File: config.mk
export PLATFORM = sky130hd
export DESIGN_NAME = modbus_read_register_master_unit
export DESIGN_NICKNAME = d
export VERILOG_FILES = /design/src/design/mrr_pkg.sv /design/src/design/mrr_front.sv /design/src/design/mrr_cmd_fifo.sv /design/src/design/mrr_back.sv /design/src/design/modbus_read_register_master_unit.sv
export SDC_FILE = /design/constraint.sdc
export NUM_CORES = 1
export LEC_CHECK = 0
export BUFFER_PORTS_ARGS = -buffer_cell sky130_fd_sc_hd__clkbuf_2
export CAP_MARGIN = 40
export CORE_ASPECT_RATIO = 0.7
export CORE_MARGIN = 1.5
export CORE_UTILIZATION = 38
export CTS_CLUSTER_SIZE = 10
export DETAILED_ROUTE_END_ITERATION = 8
export PLACE_DENSITY_LB_ADDON = 0.05
export SLEW_MARGIN = 20
export SYNTH_ARGS = -nofsm -noshare
export SYNTH_HDL_FRONTEND = slang
export SYNTH_SLANG_ARGS = --single-unit
export TNS_END_PERCENT = 50
File: constraint.sdc
create_clock -name clk -period 6.6 [get_ports clk]
set_input_delay 0 -clock clk [delete_from_list [all_inputs] [get_ports clk]]
set_output_delay 0 -clock clk [all_outputs]
set_load 0.005 [all_outputs]
File: src/design/mrr_pkg.sv
// Shared types, codes and the CRC-16 byte fold for the register read master.
package mrr_pkg;

  // Input item codes (tuser of the input stream)
  localparam logic [1:0] OP_START = 2'd0;
  localparam logic [1:0] OP_RXBYTE = 2'd1;
  localparam logic [1:0] OP_TICK = 2'd2;

  // Outcome status codes
  localparam logic [1:0] STATUS_OK = 2'd0;
  localparam logic [1:0] STATUS_CRC_ERR = 2'd1;
  localparam logic [1:0] STATUS_TIMEOUT = 2'd2;

  // Result kinds (tuser of the output stream)
  localparam logic KIND_TX = 1'b0;
  localparam logic KIND_OUTCOME = 1'b1;

  // Configuration register indexes
  localparam logic CFG_SLAVE_ADDRESS = 1'b0;
  localparam logic CFG_TIMEOUT_TICKS = 1'b1;

  // Protocol constants
  localparam logic [15:0] CRC_INIT = 16'hFFFF;
  localparam logic [15:0] CRC_POLY = 16'hA001;
  localparam logic [7:0] FUNC_READ_HOLDING = 8'h03;
  localparam logic [15:0] REG_COUNT = 16'h0001;
  localparam logic [7:0] SLAVE_RESET = 8'h01;
  localparam logic [15:0] TIMEOUT_RESET = 16'd1000;
  localparam logic [2:0] RESP_CRC_LO_IDX = 3'd5;
  localparam logic [2:0] RESP_CRC_HI_IDX = 3'd6;
  localparam logic [2:0] RESP_VAL_HI_IDX = 3'd3;
  localparam logic [2:0] RESP_VAL_LO_IDX = 3'd4;
  localparam logic [2:0] REQ_CRC_LO_IDX = 3'd6;
  localparam logic [2:0] REQ_LAST_IDX = 3'd7;

  // Command passed from the front end to the byte sequencer
  typedef struct packed {
    logic        outcome;   // 1: report outcome, 0: send a request
    logic [15:0] addr;      // register address for a request
    logic [15:0] reading;   // value for an outcome
    logic [1:0]  status;    // status for an outcome
  } cmd_t;

  // One byte folded into a CRC-16/Modbus value
  function automatic logic [15:0] crc_fold(input logic [15:0] crc, input logic [7:0] b);
    logic [15:0] c;
    c = crc ^ {8'h00, b};
    for (int k = 0; k < 8; k++) begin
      if (c[0]) begin
        c = (c >> 1) ^ CRC_POLY;
      end else begin
        c = c >> 1;
      end
    end
    return c;
  endfunction

endpackage

File: src/design/mrr_front.sv
// Front end: takes input items, tracks the reply and timeout, queues commands.
module mrr_front import mrr_pkg::*; (
  input  logic        clk,
  input  logic        rst,
  input  logic        in_valid,
  input  logic [1:0]  in_op,
  input  logic [15:0] in_addr,
  input  logic [7:0]  in_rx,
  input  logic [15:0] timeout_ticks,
  output logic        push,
  output cmd_t        push_cmd
);

  logic        waiting;
  logic [2:0]  rx_count;
  logic [15:0] running_crc;
  logic [15:0] value_bytes;
  logic [7:0]  crc_low_byte;
  logic [15:0] elapsed_ticks;

  logic [15:0] elapsed_next;
  logic [15:0] crc_got;

  assign elapsed_next = (elapsed_ticks != 16'hFFFF) ? elapsed_ticks + 16'd1 : elapsed_ticks;
  assign crc_got = {in_rx, crc_low_byte};

  // Command decode for the queue
  always_comb begin
    push = 1'b0;
    push_cmd = '0;
    if (in_valid) begin
      case (in_op)
        OP_START: begin
          push = 1'b1;
          push_cmd.outcome = 1'b0;
          push_cmd.addr = in_addr;
        end
        OP_RXBYTE: begin
          if (waiting && rx_count == RESP_CRC_HI_IDX) begin
            push = 1'b1;
            push_cmd.outcome = 1'b1;
            if (crc_got == running_crc) begin
              push_cmd.reading = value_bytes;
              push_cmd.status = STATUS_OK;
            end else begin
              push_cmd.status = STATUS_CRC_ERR;
            end
          end
        end
        OP_TICK: begin
          if (waiting && elapsed_next >= timeout_ticks) begin
            push = 1'b1;
            push_cmd.outcome = 1'b1;
            push_cmd.status = STATUS_TIMEOUT;
          end
        end
        default: ;
      endcase
    end
  end

  // Transaction state
  always_ff @(posedge clk) begin
    if (rst) begin
      waiting <= 1'b0;
      rx_count <= '0;
      running_crc <= CRC_INIT;
      value_bytes <= '0;
      crc_low_byte <= '0;
      elapsed_ticks <= '0;
    end else if (in_valid) begin
      case (in_op)
        OP_START: begin
          waiting <= 1'b1;
          rx_count <= '0;
          running_crc <= CRC_INIT;
          value_bytes <= '0;
          crc_low_byte <= '0;
          elapsed_ticks <= '0;
        end
        OP_RXBYTE: begin
          if (waiting) begin
            if (rx_count < RESP_CRC_LO_IDX) begin
              running_crc <= crc_fold(running_crc, in_rx);
              if (rx_count == RESP_VAL_HI_IDX) begin
                value_bytes[15:8] <= in_rx;
              end else if (rx_count == RESP_VAL_LO_IDX) begin
                value_bytes[7:0] <= in_rx;
              end
              rx_count <= rx_count + 3'd1;
            end else if (rx_count == RESP_CRC_LO_IDX) begin
              crc_low_byte <= in_rx;
              rx_count <= rx_count + 3'd1;
            end else begin
              waiting <= 1'b0;
              rx_count <= '0;
            end
          end
        end
        OP_TICK: begin
          if (waiting) begin
            elapsed_ticks <= elapsed_next;
            if (elapsed_next >= timeout_ticks) begin
              waiting <= 1'b0;
              rx_count <= '0;
            end
          end
        end
        default: ;
      endcase
    end
  end

endmodule

File: src/design/mrr_cmd_fifo.sv
// Two-entry command queue between the front end and the byte sequencer.
module mrr_cmd_fifo import mrr_pkg::*; (
  input  logic clk,
  input  logic rst,
  input  logic push,
  input  cmd_t push_cmd,
  output logic full,
  input  logic pop,
  output logic not_empty,
  output cmd_t head
);

  cmd_t       entries [2];
  logic       wr_ptr;
  logic       rd_ptr;
  logic [1:0] count;

  assign full = (count == 2'd2);
  assign not_empty = (count != 2'd0);
  assign head = entries[rd_ptr];

  // Storage
  always_ff @(posedge clk) begin
    if (push) begin
      entries[wr_ptr] <= push_cmd;
    end
  end

  // Pointers and fill count
  always_ff @(posedge clk) begin
    if (rst) begin
      wr_ptr <= 1'b0;
      rd_ptr <= 1'b0;
      count <= '0;
    end else begin
      if (push) begin
        wr_ptr <= ~wr_ptr;
      end
      if (pop) begin
        rd_ptr <= ~rd_ptr;
      end
      case ({push, pop})
        2'b10:   count <= count + 2'd1;
        2'b01:   count <= count - 2'd1;
        default: count <= count;
      endcase
    end
  end

endmodule

File: src/design/mrr_back.sv
// Byte sequencer: turns queued commands into request bytes or outcome items.
module mrr_back import mrr_pkg::*; (
  input  logic        clk,
  input  logic        rst,
  input  logic        cmd_valid,
  input  cmd_t        cmd,
  output logic        cmd_pop,
  input  logic [7:0]  slave_address,
  output logic        out_valid,
  input  logic        out_ready,
  output logic        out_kind,
  output logic [7:0]  out_tx,
  output logic        out_last,
  output logic [15:0] out_reading,
  output logic [1:0]  out_status
);

  logic        busy;
  logic [2:0]  idx;
  logic [15:0] addr;
  logic [15:0] crc;

  logic        out_free;
  logic        start_req;
  logic [2:0]  cur_idx;
  logic [15:0] cur_addr;
  logic [15:0] cur_crc;
  logic [7:0]  cur_byte;

  assign out_free = !out_valid || out_ready;
  assign cmd_pop = !busy && out_free && cmd_valid;
  assign start_req = cmd_pop && !cmd.outcome;

  assign cur_idx = busy ? idx : 3'd0;
  assign cur_addr = busy ? addr : cmd.addr;
  assign cur_crc = busy ? crc : CRC_INIT;

  // Request byte for the current position
  always_comb begin
    case (cur_idx)
      3'd0:    cur_byte = slave_address;
      3'd1:    cur_byte = FUNC_READ_HOLDING;
      3'd2:    cur_byte = cur_addr[15:8];
      3'd3:    cur_byte = cur_addr[7:0];
      3'd4:    cur_byte = REG_COUNT[15:8];
      3'd5:    cur_byte = REG_COUNT[7:0];
      3'd6:    cur_byte = cur_crc[7:0];
      default: cur_byte = cur_crc[15:8];
    endcase
  end

  // Sequencer state and output register
  always_ff @(posedge clk) begin
    if (rst) begin
      busy <= 1'b0;
      idx <= '0;
      out_valid <= 1'b0;
    end else if (out_free) begin
      if (busy || start_req) begin
        out_valid <= 1'b1;
        out_kind <= KIND_TX;
        out_tx <= cur_byte;
        out_last <= (cur_idx == REQ_LAST_IDX);
        out_reading <= '0;
        out_status <= STATUS_OK;
        addr <= cur_addr;
        if (cur_idx < REQ_CRC_LO_IDX) begin
          crc <= crc_fold(cur_crc, cur_byte);
        end
        idx <= cur_idx + 3'd1;
        busy <= (cur_idx != REQ_LAST_IDX);
      end else if (cmd_pop) begin
        out_valid <= 1'b1;
        out_kind <= KIND_OUTCOME;
        out_tx <= '0;
        out_last <= 1'b0;
        out_reading <= cmd.reading;
        out_status <= cmd.status;
      end else begin
        out_valid <= 1'b0;
      end
    end
  end

endmodule

File: src/design/modbus_read_register_master_unit.sv
// Top level of the Modbus RTU single holding register read master.
// An input item is taken whenever the two-entry command queue has room. While
// the queue is full, every input item waits, including bytes and ticks that
// produce no result, until the byte sequencer pops a command. A start item
// yields eight request bytes, one per cycle from the byte sequencer while the
// output is not stalled. An outcome is a single output item. A stalled output
// holds the sequencer, and that stall reaches the input once the queue fills.
// The CRC of the request is folded one byte per cycle in the sequencer while
// the output is not stalled. The reply CRC is folded one byte per received item
// in the front end. Configuration writes take effect on the next cycle and are
// meant to be made while no transaction output is pending.
module modbus_read_register_master_unit import mrr_pkg::*; (
  input  logic        clk,
  input  logic        rst,
  input  logic        s_axis_tvalid,
  output logic        s_axis_tready,
  input  logic [23:0] s_axis_tdata,   // register_address[15:0], rx_data[23:16]
  input  logic [1:0]  s_axis_tuser,   // op[1:0]
  output logic        m_axis_tvalid,
  input  logic        m_axis_tready,
  output logic [31:0] m_axis_tdata,   // tx_data[7:0], reading[23:8], status[25:24], zero
  output logic        m_axis_tuser,   // kind
  output logic        m_axis_tlast,   // last
  input  logic        cfg_we,
  input  logic        cfg_index,
  input  logic [15:0] cfg_data
);

  logic [7:0]  slave_address;
  logic [15:0] timeout_ticks;

  logic        fifo_full;
  logic        in_fire;
  logic        push;
  cmd_t        push_cmd;
  logic        pop;
  logic        not_empty;
  cmd_t        head;
  logic [7:0]  out_tx;
  logic [15:0] out_reading;
  logic [1:0]  out_status;

  assign s_axis_tready = !fifo_full;
  assign in_fire = s_axis_tvalid && s_axis_tready;
  assign m_axis_tdata = {6'd0, out_status, out_reading, out_tx};

  // Configuration registers
  always_ff @(posedge clk) begin
    if (rst) begin
      slave_address <= SLAVE_RESET;
      timeout_ticks <= TIMEOUT_RESET;
    end else if (cfg_we) begin
      case (cfg_index)
        CFG_SLAVE_ADDRESS: slave_address <= cfg_data[7:0];
        CFG_TIMEOUT_TICKS: timeout_ticks <= cfg_data;
        default: ;
      endcase
    end
  end

  mrr_front u_front (
    .clk           (clk),
    .rst           (rst),
    .in_valid      (in_fire),
    .in_op         (s_axis_tuser),
    .in_addr       (s_axis_tdata[15:0]),
    .in_rx         (s_axis_tdata[23:16]),
    .timeout_ticks (timeout_ticks),
    .push          (push),
    .push_cmd      (push_cmd)
  );

  mrr_cmd_fifo u_fifo (
    .clk       (clk),
    .rst       (rst),
    .push      (push),
    .push_cmd  (push_cmd),
    .full      (fifo_full),
    .pop       (pop),
    .not_empty (not_empty),
    .head      (head)
  );

  mrr_back u_back (
    .clk           (clk),
    .rst           (rst),
    .cmd_valid     (not_empty),
    .cmd           (head),
    .cmd_pop       (pop),
    .slave_address (slave_address),
    .out_valid     (m_axis_tvalid),
    .out_ready     (m_axis_tready),
    .out_kind      (m_axis_tuser),
    .out_tx        (out_tx),
    .out_last      (m_axis_tlast),
    .out_reading   (out_reading),
    .out_status    (out_status)
  );

endmodule

# Word level (Yosys, flattened, before mapping)

Memories as Yosys holds them, arrays and structs flattened. A register that Yosys moved wholly into a read port is not among the register bits.
Index checks and enable logic that the tools add are counted.

Register bits: 153
Bits in writable memories: 70
Input bits: 48
Output and inout port bits: 36
Memories: 1

Add/sub/neg operators: 5
$lt $le $gt $ge: 3
Eq/ne operators: 28
Mux-type cells: 138
Bitwise logic cells: 22
Reduce and logical (&&, ||, !) cells: 33

Memories:

| memory         | depth | bits a word | rd ports | clocked after Yosys merged registers in | write ports | RTL line           | text |
|---|---|---|---|---|---|---|---|
| u_fifo.entries | 2     | 35          | 1        | 1                                       | 1           | mrr_cmd_fifo.sv:13 | `cmd_t entries [2];` |

Operators with widths:

| kind                    | number |
|---|---|
| $mux W16                | 90 |
| $pmux W16 S2            | 3 |
| $mux W8                 | 8 |
| $pmux W8 S7             | 1 |
| $not A2 Y3              | 16 |
| $mux W35                | 1 |
| $xor A16 B8 Y16         | 2 |
| $eq A3 B3 Y1 const B    | 7 |
| $mux W1                 | 18 |
| $mux W18                | 1 |
| $mux W3                 | 6 |
| $add A16 B1 Y16 const B | 1 |
| $eq A16 B16 Y1          | 1 |
| $ge A16 B16 Y1          | 1 |
| $ne A16 B16 Y1 const B  | 1 |
| $pmux W8 S2             | 1 |
| $reduce_and A5 Y1       | 3 |
| $mux W14                | 1 |
| $ne A2 B1 Y1 const B    | 7 |
| $reduce_bool A2 Y1      | 5 |
| $eq A3 B2 Y1 const B    | 3 |
| $pmux W3 S3             | 1 |
| $reduce_and A3 Y1       | 3 |
| $pmux W2 S2             | 2 |
| other kinds (22)        | 46 |

# Depth between registers and ports, before layout

Gate-level depths: netlist of the first run.

Depth in word-level cells: 55
Mapped depth: 22
Gate-level depth less buffers: 21

# Cells and area by module

From an unflattened synthesis of the first run, not the netlist that was laid out.

Cells, all modules: 1001
Area total of the unflattened synthesis: 11164.5 um2

Modules (own cells, without submodules):

| module                           | instances | cells an instance | area an instance (um2) |
|---|---|---|---|
| mrr_front                        | 1         | 492               | 3925.0 |
| mrr_back                         | 1         | 269               | 3419.5 |
| mrr_cmd_fifo                     | 1         | 131               | 2728.9 |
| modbus_read_register_master_unit | 1         | 109               | 1091.0 |

# Worst setup path after synthesis of the first run

No wires, ideal clock.

Kind: flip-flop to flip-flop
Start: register u_back.busy
End: register u_back.crc[0] (enable)
Arrival: 4.187 ns
Required time: 6.186 ns
Slack: 1.999 ns
Cell stages (with the launch flop): 11
Period minus slack after synthesis: 4.601 ns
Cells stage by stage: dfxtp_1 buf_6 buf_4 buf_2 clkbuf_1 nor3_1 nand2_1 nand2_1 clkinv_1 nor3_1 a21boi_0

Longest elaborated chain between the ends: 6
Elaborated cells between the ends (all ways): 8
Classes of those cells: 1 x order compare; 1 x mux; 6 x reduce/logical

RTL lines:

| what                              | RTL line                               | text |
|---|---|---|
| from (decl)                       | mrr_back.sv:18                         | `logic busy;` |
| from (signal assigned)            | mrr_back.sv:71                         | `busy <= (cur_idx != REQ_LAST_IDX);` |
| $logic_not A1 Y1                  | mrr_back.sv:31                         | `assign cmd_pop = !busy && out_free && cmd_valid;` |
| $logic_and A1 B1 Y1 (2 in series) | mrr_back.sv:31                         |  |
| net pop                           | modbus_read_register_master_unit.sv:36 | `logic pop;` |
| $logic_and A1 B1 Y1               | mrr_back.sv:32                         | `assign start_req = cmd_pop && !cmd.outcome;` |
| $logic_or A1 B1 Y1                | mrr_back.sv:59                         | `if (busy \|\| start_req) begin` |
| $reduce_and A4 Y1 (no line)       | -                                      |  |
| to (signal assigned)              | mrr_back.sv:68                         | `crc <= crc_fold(cur_crc, cur_byte);` |
| to (decl)                         | mrr_back.sv:21                         | `logic [15:0] crc;` |

The timed path passes the listed nets, and every way through them passes these cells.
A chain may end at the register's enable or synchronous reset.

# Final worst setup path of the first run

Start: register u_front.elapsed_ticks[3]
End: register u_fifo.count[1]

Longest elaborated chain between the ends: 9
Elaborated cells between the ends (all ways): 12
Classes of those cells: 1 x add/sub; 1 x order compare; 3 x eq/ne; 5 x mux; 2 x reduce/logical

RTL lines:

| what                                              | RTL line           | text |
|---|---|---|
| from (decl)                                       | mrr_front.sv:19    | `logic [15:0] elapsed_ticks;` |
| from (signal assigned)                            | mrr_front.sv:102   | `elapsed_ticks <= elapsed_next;` |
| $add A16 B1 Y16 or $ne A16 B16 Y1 (tied branches) | mrr_front.sv:24    | `assign elapsed_next = (elapsed_ticks != 16'hFFFF) ? elapsed_ticks + 16'd1 : elapsed_ticks;` |
| $mux W16 (*)                                      | mrr_front.sv:24    |  |
| $ge A16 B16 Y1 (*)                                | mrr_front.sv:51    | `if (waiting && elapsed_next >= timeout_ticks) begin` |
| $logic_and A1 B1 Y1 (*)                           | mrr_front.sv:51    |  |
| $mux W1 (*)                                       | mrr_front.sv:51    |  |
| $pmux W1 S3 (*)                                   | mrr_front.sv:32    | `case (in_op)` |
| $mux W1 (*)                                       | mrr_front.sv:31    | `if (in_valid) begin` |
| $eq A2 B1 Y1 or $eq A2 B2 Y1 (tied branches)      | mrr_cmd_fifo.sv:42 | `case ({push, pop})` |
| $pmux W2 S2 or $reduce_bool A2 Y1 (tied branches) | -                  |  |
| to (signal assigned)                              | mrr_cmd_fifo.sv:43 | `2'b10: count <= count + 2'd1;` |
| to (signal assigned)                              | mrr_cmd_fifo.sv:44 | `2'b01: count <= count - 2'd1;` |
| to (signal assigned)                              | mrr_cmd_fifo.sv:45 | `default: count <= count;` |
| to (decl)                                         | mrr_cmd_fifo.sv:16 | `logic [1:0] count;` |

Mark *: on every way between the ends. The rest lies on a longest branch, timed or not.

==> impl_metrics.ini, run 1 <==
[clocking]
cts_buffers = 26
clock_path_buffers = 3
cts_resized = 0
h-tree-depth = 1
tritoncts = built
clk_latency_ns = 0.54
postCtsSetupRepairBufs = 0
path_clk_slew_ns = 0.06
clockRootBuffer = clkbuf_16
clock-sinks = 224
cts_hold_buf = 49

[finish]
nets = 1197
drive_above_1_share = 0.1369
num_antenna_cells = 0
n_fill_cell = 2687
final_common_cell = edfxtp_1
layout_common_cells = edfxtp_1, nand2_1, nor2_1
area_growth_pct = 18.97

[critical_path]
r2r-start = u_front.elapsed_ticks[3]
crit_type = flip-flop to flip-flop
slowest_delay_ns = 0.52
crit_fanout = 7
regToRegSetupSlack_ns = 1.55
reg2reg_depth = 20
crit_path_cell_trace = nand4_1 > nor4_1 > and3_1 > nand2_1 > nand4_1 > nor2_1 > xnor2_1 > ha_1 > a21o_1 > a21o_1 > a21o_1 > a21o_1 > a21oi_1 > a21oi_1 > o21ai_0 > nand2_1 > o21ai_0 > ha_1 > or3_1 > a21oi_1
crit_required_ns = 7.06
cp_top_family = simple AND/OR/NAND/NOR gates
end_kind = flip-flop
cp_common_cell = a21o_1
slowest_stage = nor4_1
critPathBufInv = 0
reg2reg_to = u_fifo.count[1]
crit_arrival_ns = 5.51
cp-start-kind = flip-flop

[sta]
final_hold_viol_count = 0
period_share = 0.7648
setup_viol_count_final = 0
maxClockFrequency_mhz = 198.1
finalSetupTns_ns = 0
drv_slew = 0
relSlewSlack = 0.4700
clock_skew_ns = 0.009650
rsz0062_at_grt = false
worst_pin_slew_ns = 0.7941
fin_crit_ns = 5.048

[yosys]
synthArstFlopShare = 0
synth_cell_types = 73
ys_warn_count = 0
synthFlopType = edfxtp_1
ys_ff_latch = 224
syn_area_per_cell_um2 = 10.85
syn_area_um2 = 10750
ys_seq_area_frac = 0.5381
synthCells = 991
synth_edf_count = 130

[grt]
grt-ovfl-total = 0
grtUsageMet1 = 0.2817
grt_max_degree = 75
met3_usage = 0.02925
antenna_found_initial = 0
grt_use_total = 0.1807
busiest_layer = met1
grt_pass1_vias = 7156
grt_use_met2 = 0.2578
grt_pass1_wl_um = 40890

[worst_hold_path]
min_delay_worst_endpoint = u_front.waiting
min_from = s_axis_tuser[0]
hold_path.class = input port to flip-flop
hold_depth = 4

[floorplanning]
fp-row-count = 51
dieWidth_um = 204.0
coreArea_um2 = 27820
io_pins = 84
dieArea_um2 = 29330
dieHeight_um = 143.7
initial_core_util = 0.3864

[detailed_routing]
vias = 7423
drc_errors = 0
routedWlPerCell_um = 17.42
drtIter0Drc = 512
routed_wl_um = 26190
firstDrtPassIters = 5
viasPerCell = 4.939
drtAntennaViolNets = 0

[power]
p_total_uw = 4040
leakagePower_uw = 0.004965
powerDensity_nw_per_um2 = 315.9
ir_worst_vdd_uv = 179.8

[run_status]
status = finished clean

[placement]
dp_hpwl_um = 17700
finalWeightedCongestion = 0.7939
io_buffers = 77

[job]
drv_cap = 0
==> synth_stat cells, types with 9 or more instances <==
library cell  instances  share of area
buf_4                 9         0.0063
edfxtp_1            130           0.36
clkbuf_1             34          0.012
o21ai_0              27          0.013
mux2_2               12          0.013
ha_1                 33          0.038
xnor2_1              45          0.037
nor2_1               97          0.034
xor2_1               27          0.022
and3_1               23          0.013
o211ai_1             11         0.0077
and2_1               35          0.020
nand4_1              10         0.0058
nand2b_1             15         0.0087
nand2_1              98          0.034
a22oi_1              21          0.015
inv_1                33          0.012
a21oi_1              41          0.019
mux2i_1              52          0.048
dfxtp_1              94           0.18
nand3_1              20         0.0093
==> cell type report <==
class	count	area [µm²]	share of cell area
multi-input combinational	680	4572	0.3574
clock inverter	2	46.29	0.003619
clock buffer	42	710.7	0.05556
inverter	37	138.9	0.01086
sequential	224	5788	0.4525
timing repair buffer	147	1071	0.08373
tap	371	464.2	0.03629
==> registers in the layout, indices dropped and copies added (netlist names), 3 cells and up, named ones only <==
signal and count:
u_fifo.entries 70, timeout_ticks 16, u_back.addr 16, u_back.crc 16, u_back.out_reading 16, u_front.elapsed_ticks 16, u_front.running_crc 16, u_front.value_bytes 16
slave_address 8, u_back.out_tx 8, u_front.crc_low_byte 8, u_back.idx 3, u_front.rx_count 3
==> worst min-delay path, cell delays in order <==
cell      delay, ns
clkbuf_2       0.12
ha_1           0.18
nand2b_1       0.20
o32ai_1        0.09
==> report_power, final <==
| group | internal, µW | leakage [µW] | switching [µW] | total [µW] |
|---|---|---|---|---|
| sequential | 1710 | 0.00199 | 99.6 | 1810 |
| combinational | 371 | 0.00262 | 538 | 910 |
| clock | 769 | 0.000360 | 556 | 1330 |
==> worst max path at each step <==
stage	slack [ns]	start	cells past startpoint	to
2_1_floorplan	2.00	u_back.busy	10	u_back.crc[0]
6_report	1.55	u_front.elapsed_ticks[3]	20	u_fifo.count[1]
3_5_place_dp	1.52	u_front.elapsed_ticks[3]	20	u_fifo.count[1]
3_3_place_gp	1.63	u_front.elapsed_ticks[3]	20	u_fifo.count[1]
4_1_cts	1.52	u_front.elapsed_ticks[3]	20	u_fifo.count[1]
5_1_grt	0.96	u_front.elapsed_ticks[3]	20	u_fifo.count[1]
==> routing by layer <==
layer / up-vias / routed length (µm)
met4: 0 / 415
met2: 130 / 10710
met1: 3516 / 14140
met5: - / 0
met3: 30 / 919
li1: 3747 / -
==> through the flow <==
stage                 util  std cells  hold slack, ns  instance area, µm²  setup slack, ns
global placement    0.4117       1403          0.2300               11450            1.625
global route        0.4598       1503          0.1431               12790           0.9615
detailed placement  0.4126       1406          0.2358               11480            1.519
floorplan                -        996          0.1240               10770            1.999
finish              0.4598       1503          0.1049               12790            1.552
CTS                 0.4575       1499         0.08922               12730            1.515
==> cells by family (layout without fill, tap and decap cells) <==
logic type                 count (synthesis)  in the layout  share of synthesized area
other                                      1              6                  0.0003488
AOI/OAI and AO/OA                        158            158                    0.09787
and+or+nand+nor                          341            341                     0.1545
xor gates and xnor gates                  77             77                    0.06866
DFF                                      224            224                     0.5381
adders and majority gates                 33             33                    0.03840
muxes                                     65             65                    0.06203
buffers and inverters                     92            228                    0.04003
Note: power is estimated with default switching activity, not from simulation.
==> run 2: changes to the inputs <==
clock period = 4.9 ns   (was 6.6 ns; I/O delays follow)
==> run 2 against run 1 <==
Cell area rose by 0.70%. Fmax increased by 11%. Routed wire length grew 0.95%. Sequential share of layout area fell by 0.32 points. First-iteration DRC count shrank 16%. Worst hold slack got worse by 0.0043 ns. Register-to-register slack got worse by 1.2 ns. Setup slack worse by 1.2 ns. Critical endpoint unchanged. Highest routed layer unchanged. Largest power group unchanged. Global-route usage up 0.16 points.
==> impl_metrics.ini, run 2 (synthesized netlist as in run 1, its figures left out) <==
[finish]
nets = 1204
largest-register = u_fifo.entries
final_common_cell = edfxtp_1
drive_above_1_share = 0.1427
multi_input_area_um2 = 4582
final_cells = 1513
area_growth_pct = 19.81
num_antenna_cells = 0
layout_common_cells = edfxtp_1, nand2_1, nor2_1
n_fill_cell = 2627
largest_reg_flops = 70
seq_area_um2 = 5788

[sta]
finalSetupTns_ns = 0
maxClockFrequency_mhz = 220.9
setup_viol_count_final = 0
period_share = 0.9240
final_hold_viol_count = 0
hold-worst-slack_ns = 0.1006
relSlewSlack = 0.4381
clock_skew_ns = 0.01057
fin_crit_ns = 4.528
worst_pin_slew_ns = 0.8428
drv_slew = 0

[placement]
finalWeightedCongestion = 0.8110
io_buffers = 77
placed_cells = 1409
dp_hpwl_um = 17850

[critical_path]
end_kind = flip-flop
crit_path_cell_trace = nand4_1 > nor4_2 > and3_1 > nand2_1 > nand4_1 > nor2_1 > xnor2_1 > ha_1 > a21o_1 > a21o_1 > a21o_1 > a21o_1 > a21oi_1 > a21oi_1 > o21ai_2 > nand2_1 > o21ai_0 > ha_1 > or3_1 > a21oi_1
crit_arrival_ns = 5.01
crit_required_ns = 5.38
cp_common_cell = a21o_1
crit_type = flip-flop to flip-flop
cp-start-kind = flip-flop
crit_fanout = 7
slowest_delay_ns = 0.45
slowest_stage = dfxtp_1

[floorplanning]
initial_core_util = 0.3864
fp-row-count = 51
dieWidth_um = 204.0
dieArea_um2 = 29330
coreArea_um2 = 27820
io_pins = 84
dieHeight_um = 143.7

[clocking]
clock_path_buffers = 3
tritoncts = built
clock-sinks = 224
h-tree-depth = 1
clk_latency_ns = 0.55
cts_buffers = 27
clockRootBuffer = clkbuf_16
path_clk_slew_ns = 0.06

[detailed_routing]
firstDrtPassIters = 7
routed_wl_um = 26440
routedWlPerCell_um = 17.47
drc_errors = 0
viasPerCell = 4.919
drtAntennaViolNets = 0
drtIter0Drc = 431
vias = 7443

[grt]
antenna_found_initial = 0
grt_pass1_wl_um = 41080
grt-ovfl-total = 0
grt_max_degree = 44
grt_use_total = 0.1823
grt_pass1_vias = 7149

[job]
drv_cap = 0

[power]
powerDensity_nw_per_um2 = 427.8
leakagePower_uw = 0.005003
ir_worst_vdd_uv = 292.1
p_total_uw = 5511

[worst_hold_path]
hold_path.class = input port to flip-flop

[run_status]
status = finished clean
run 2: power by group:
part | internal (µW) | switching (µW) | total, µW
registers | 2300 | 135 | 2430
clock network | 1070 | 784 | 1860
logic | 504 | 716 | 1220
run 2: final cells by class:
cell class,instances,area share
clock buffer,46,0.06032
clock inverter,2,0.002234
inverter,37,0.01078
multi-input combinational,680,0.3557
sequential,224,0.4493
tap,371,0.03604
timing repair buffer,153,0.08558
run 2: repair_timing:
item / in CTS / in global routing
endpoints found under the hold margin: 84 / 0
buffers inserted: 0 / 1
resized for setup: 0 / 3
setup endpoints to repair: 0 / 49
hold buffers: 54 / 0
run 2: metal layers:
metal,wire [µm],global-route usage
met3,1022,0.02812
met5,0,0
met4,563,0.04528
met2,10580,0.2603
met1,14280,0.2835
run 2: final timing paths:
path / startpoint / end / slack, ns / cells after the start
max: u_front.elapsed_ticks[3] / u_fifo.count[1] / 0.37 / 20
min: rst / u_back.busy / 0.10 / 2
max reg2reg: u_front.elapsed_ticks[3] / u_fifo.count[1] / 0.37 / 20
min reg2reg: slave_address[3] / slave_address[3] / 0.46 / 2
run 2: stage by stage:
step / instance area, µm² / setup slack, ns / util
final: 12880 / 0.3724 / 0.4630
after global routing: 12880 / -0.01146 / 0.4630
after CTS: 12850 / 0.1370 / 0.4618
after detailed placement: 11500 / 0.1786 / 0.4134
after global placement: 11480 / 0.2466 / 0.4128
after floorplan: 10770 / 0.2992 / -
run 2: critical path, delay by kind of cell (launching register included):
kind	cells	cell delay (ns)
simple gates	8	1.68
fa+ha+maj	2	0.59
flops	1	0.45
compound gates	9	1.50
xor+xnor	1	0.23
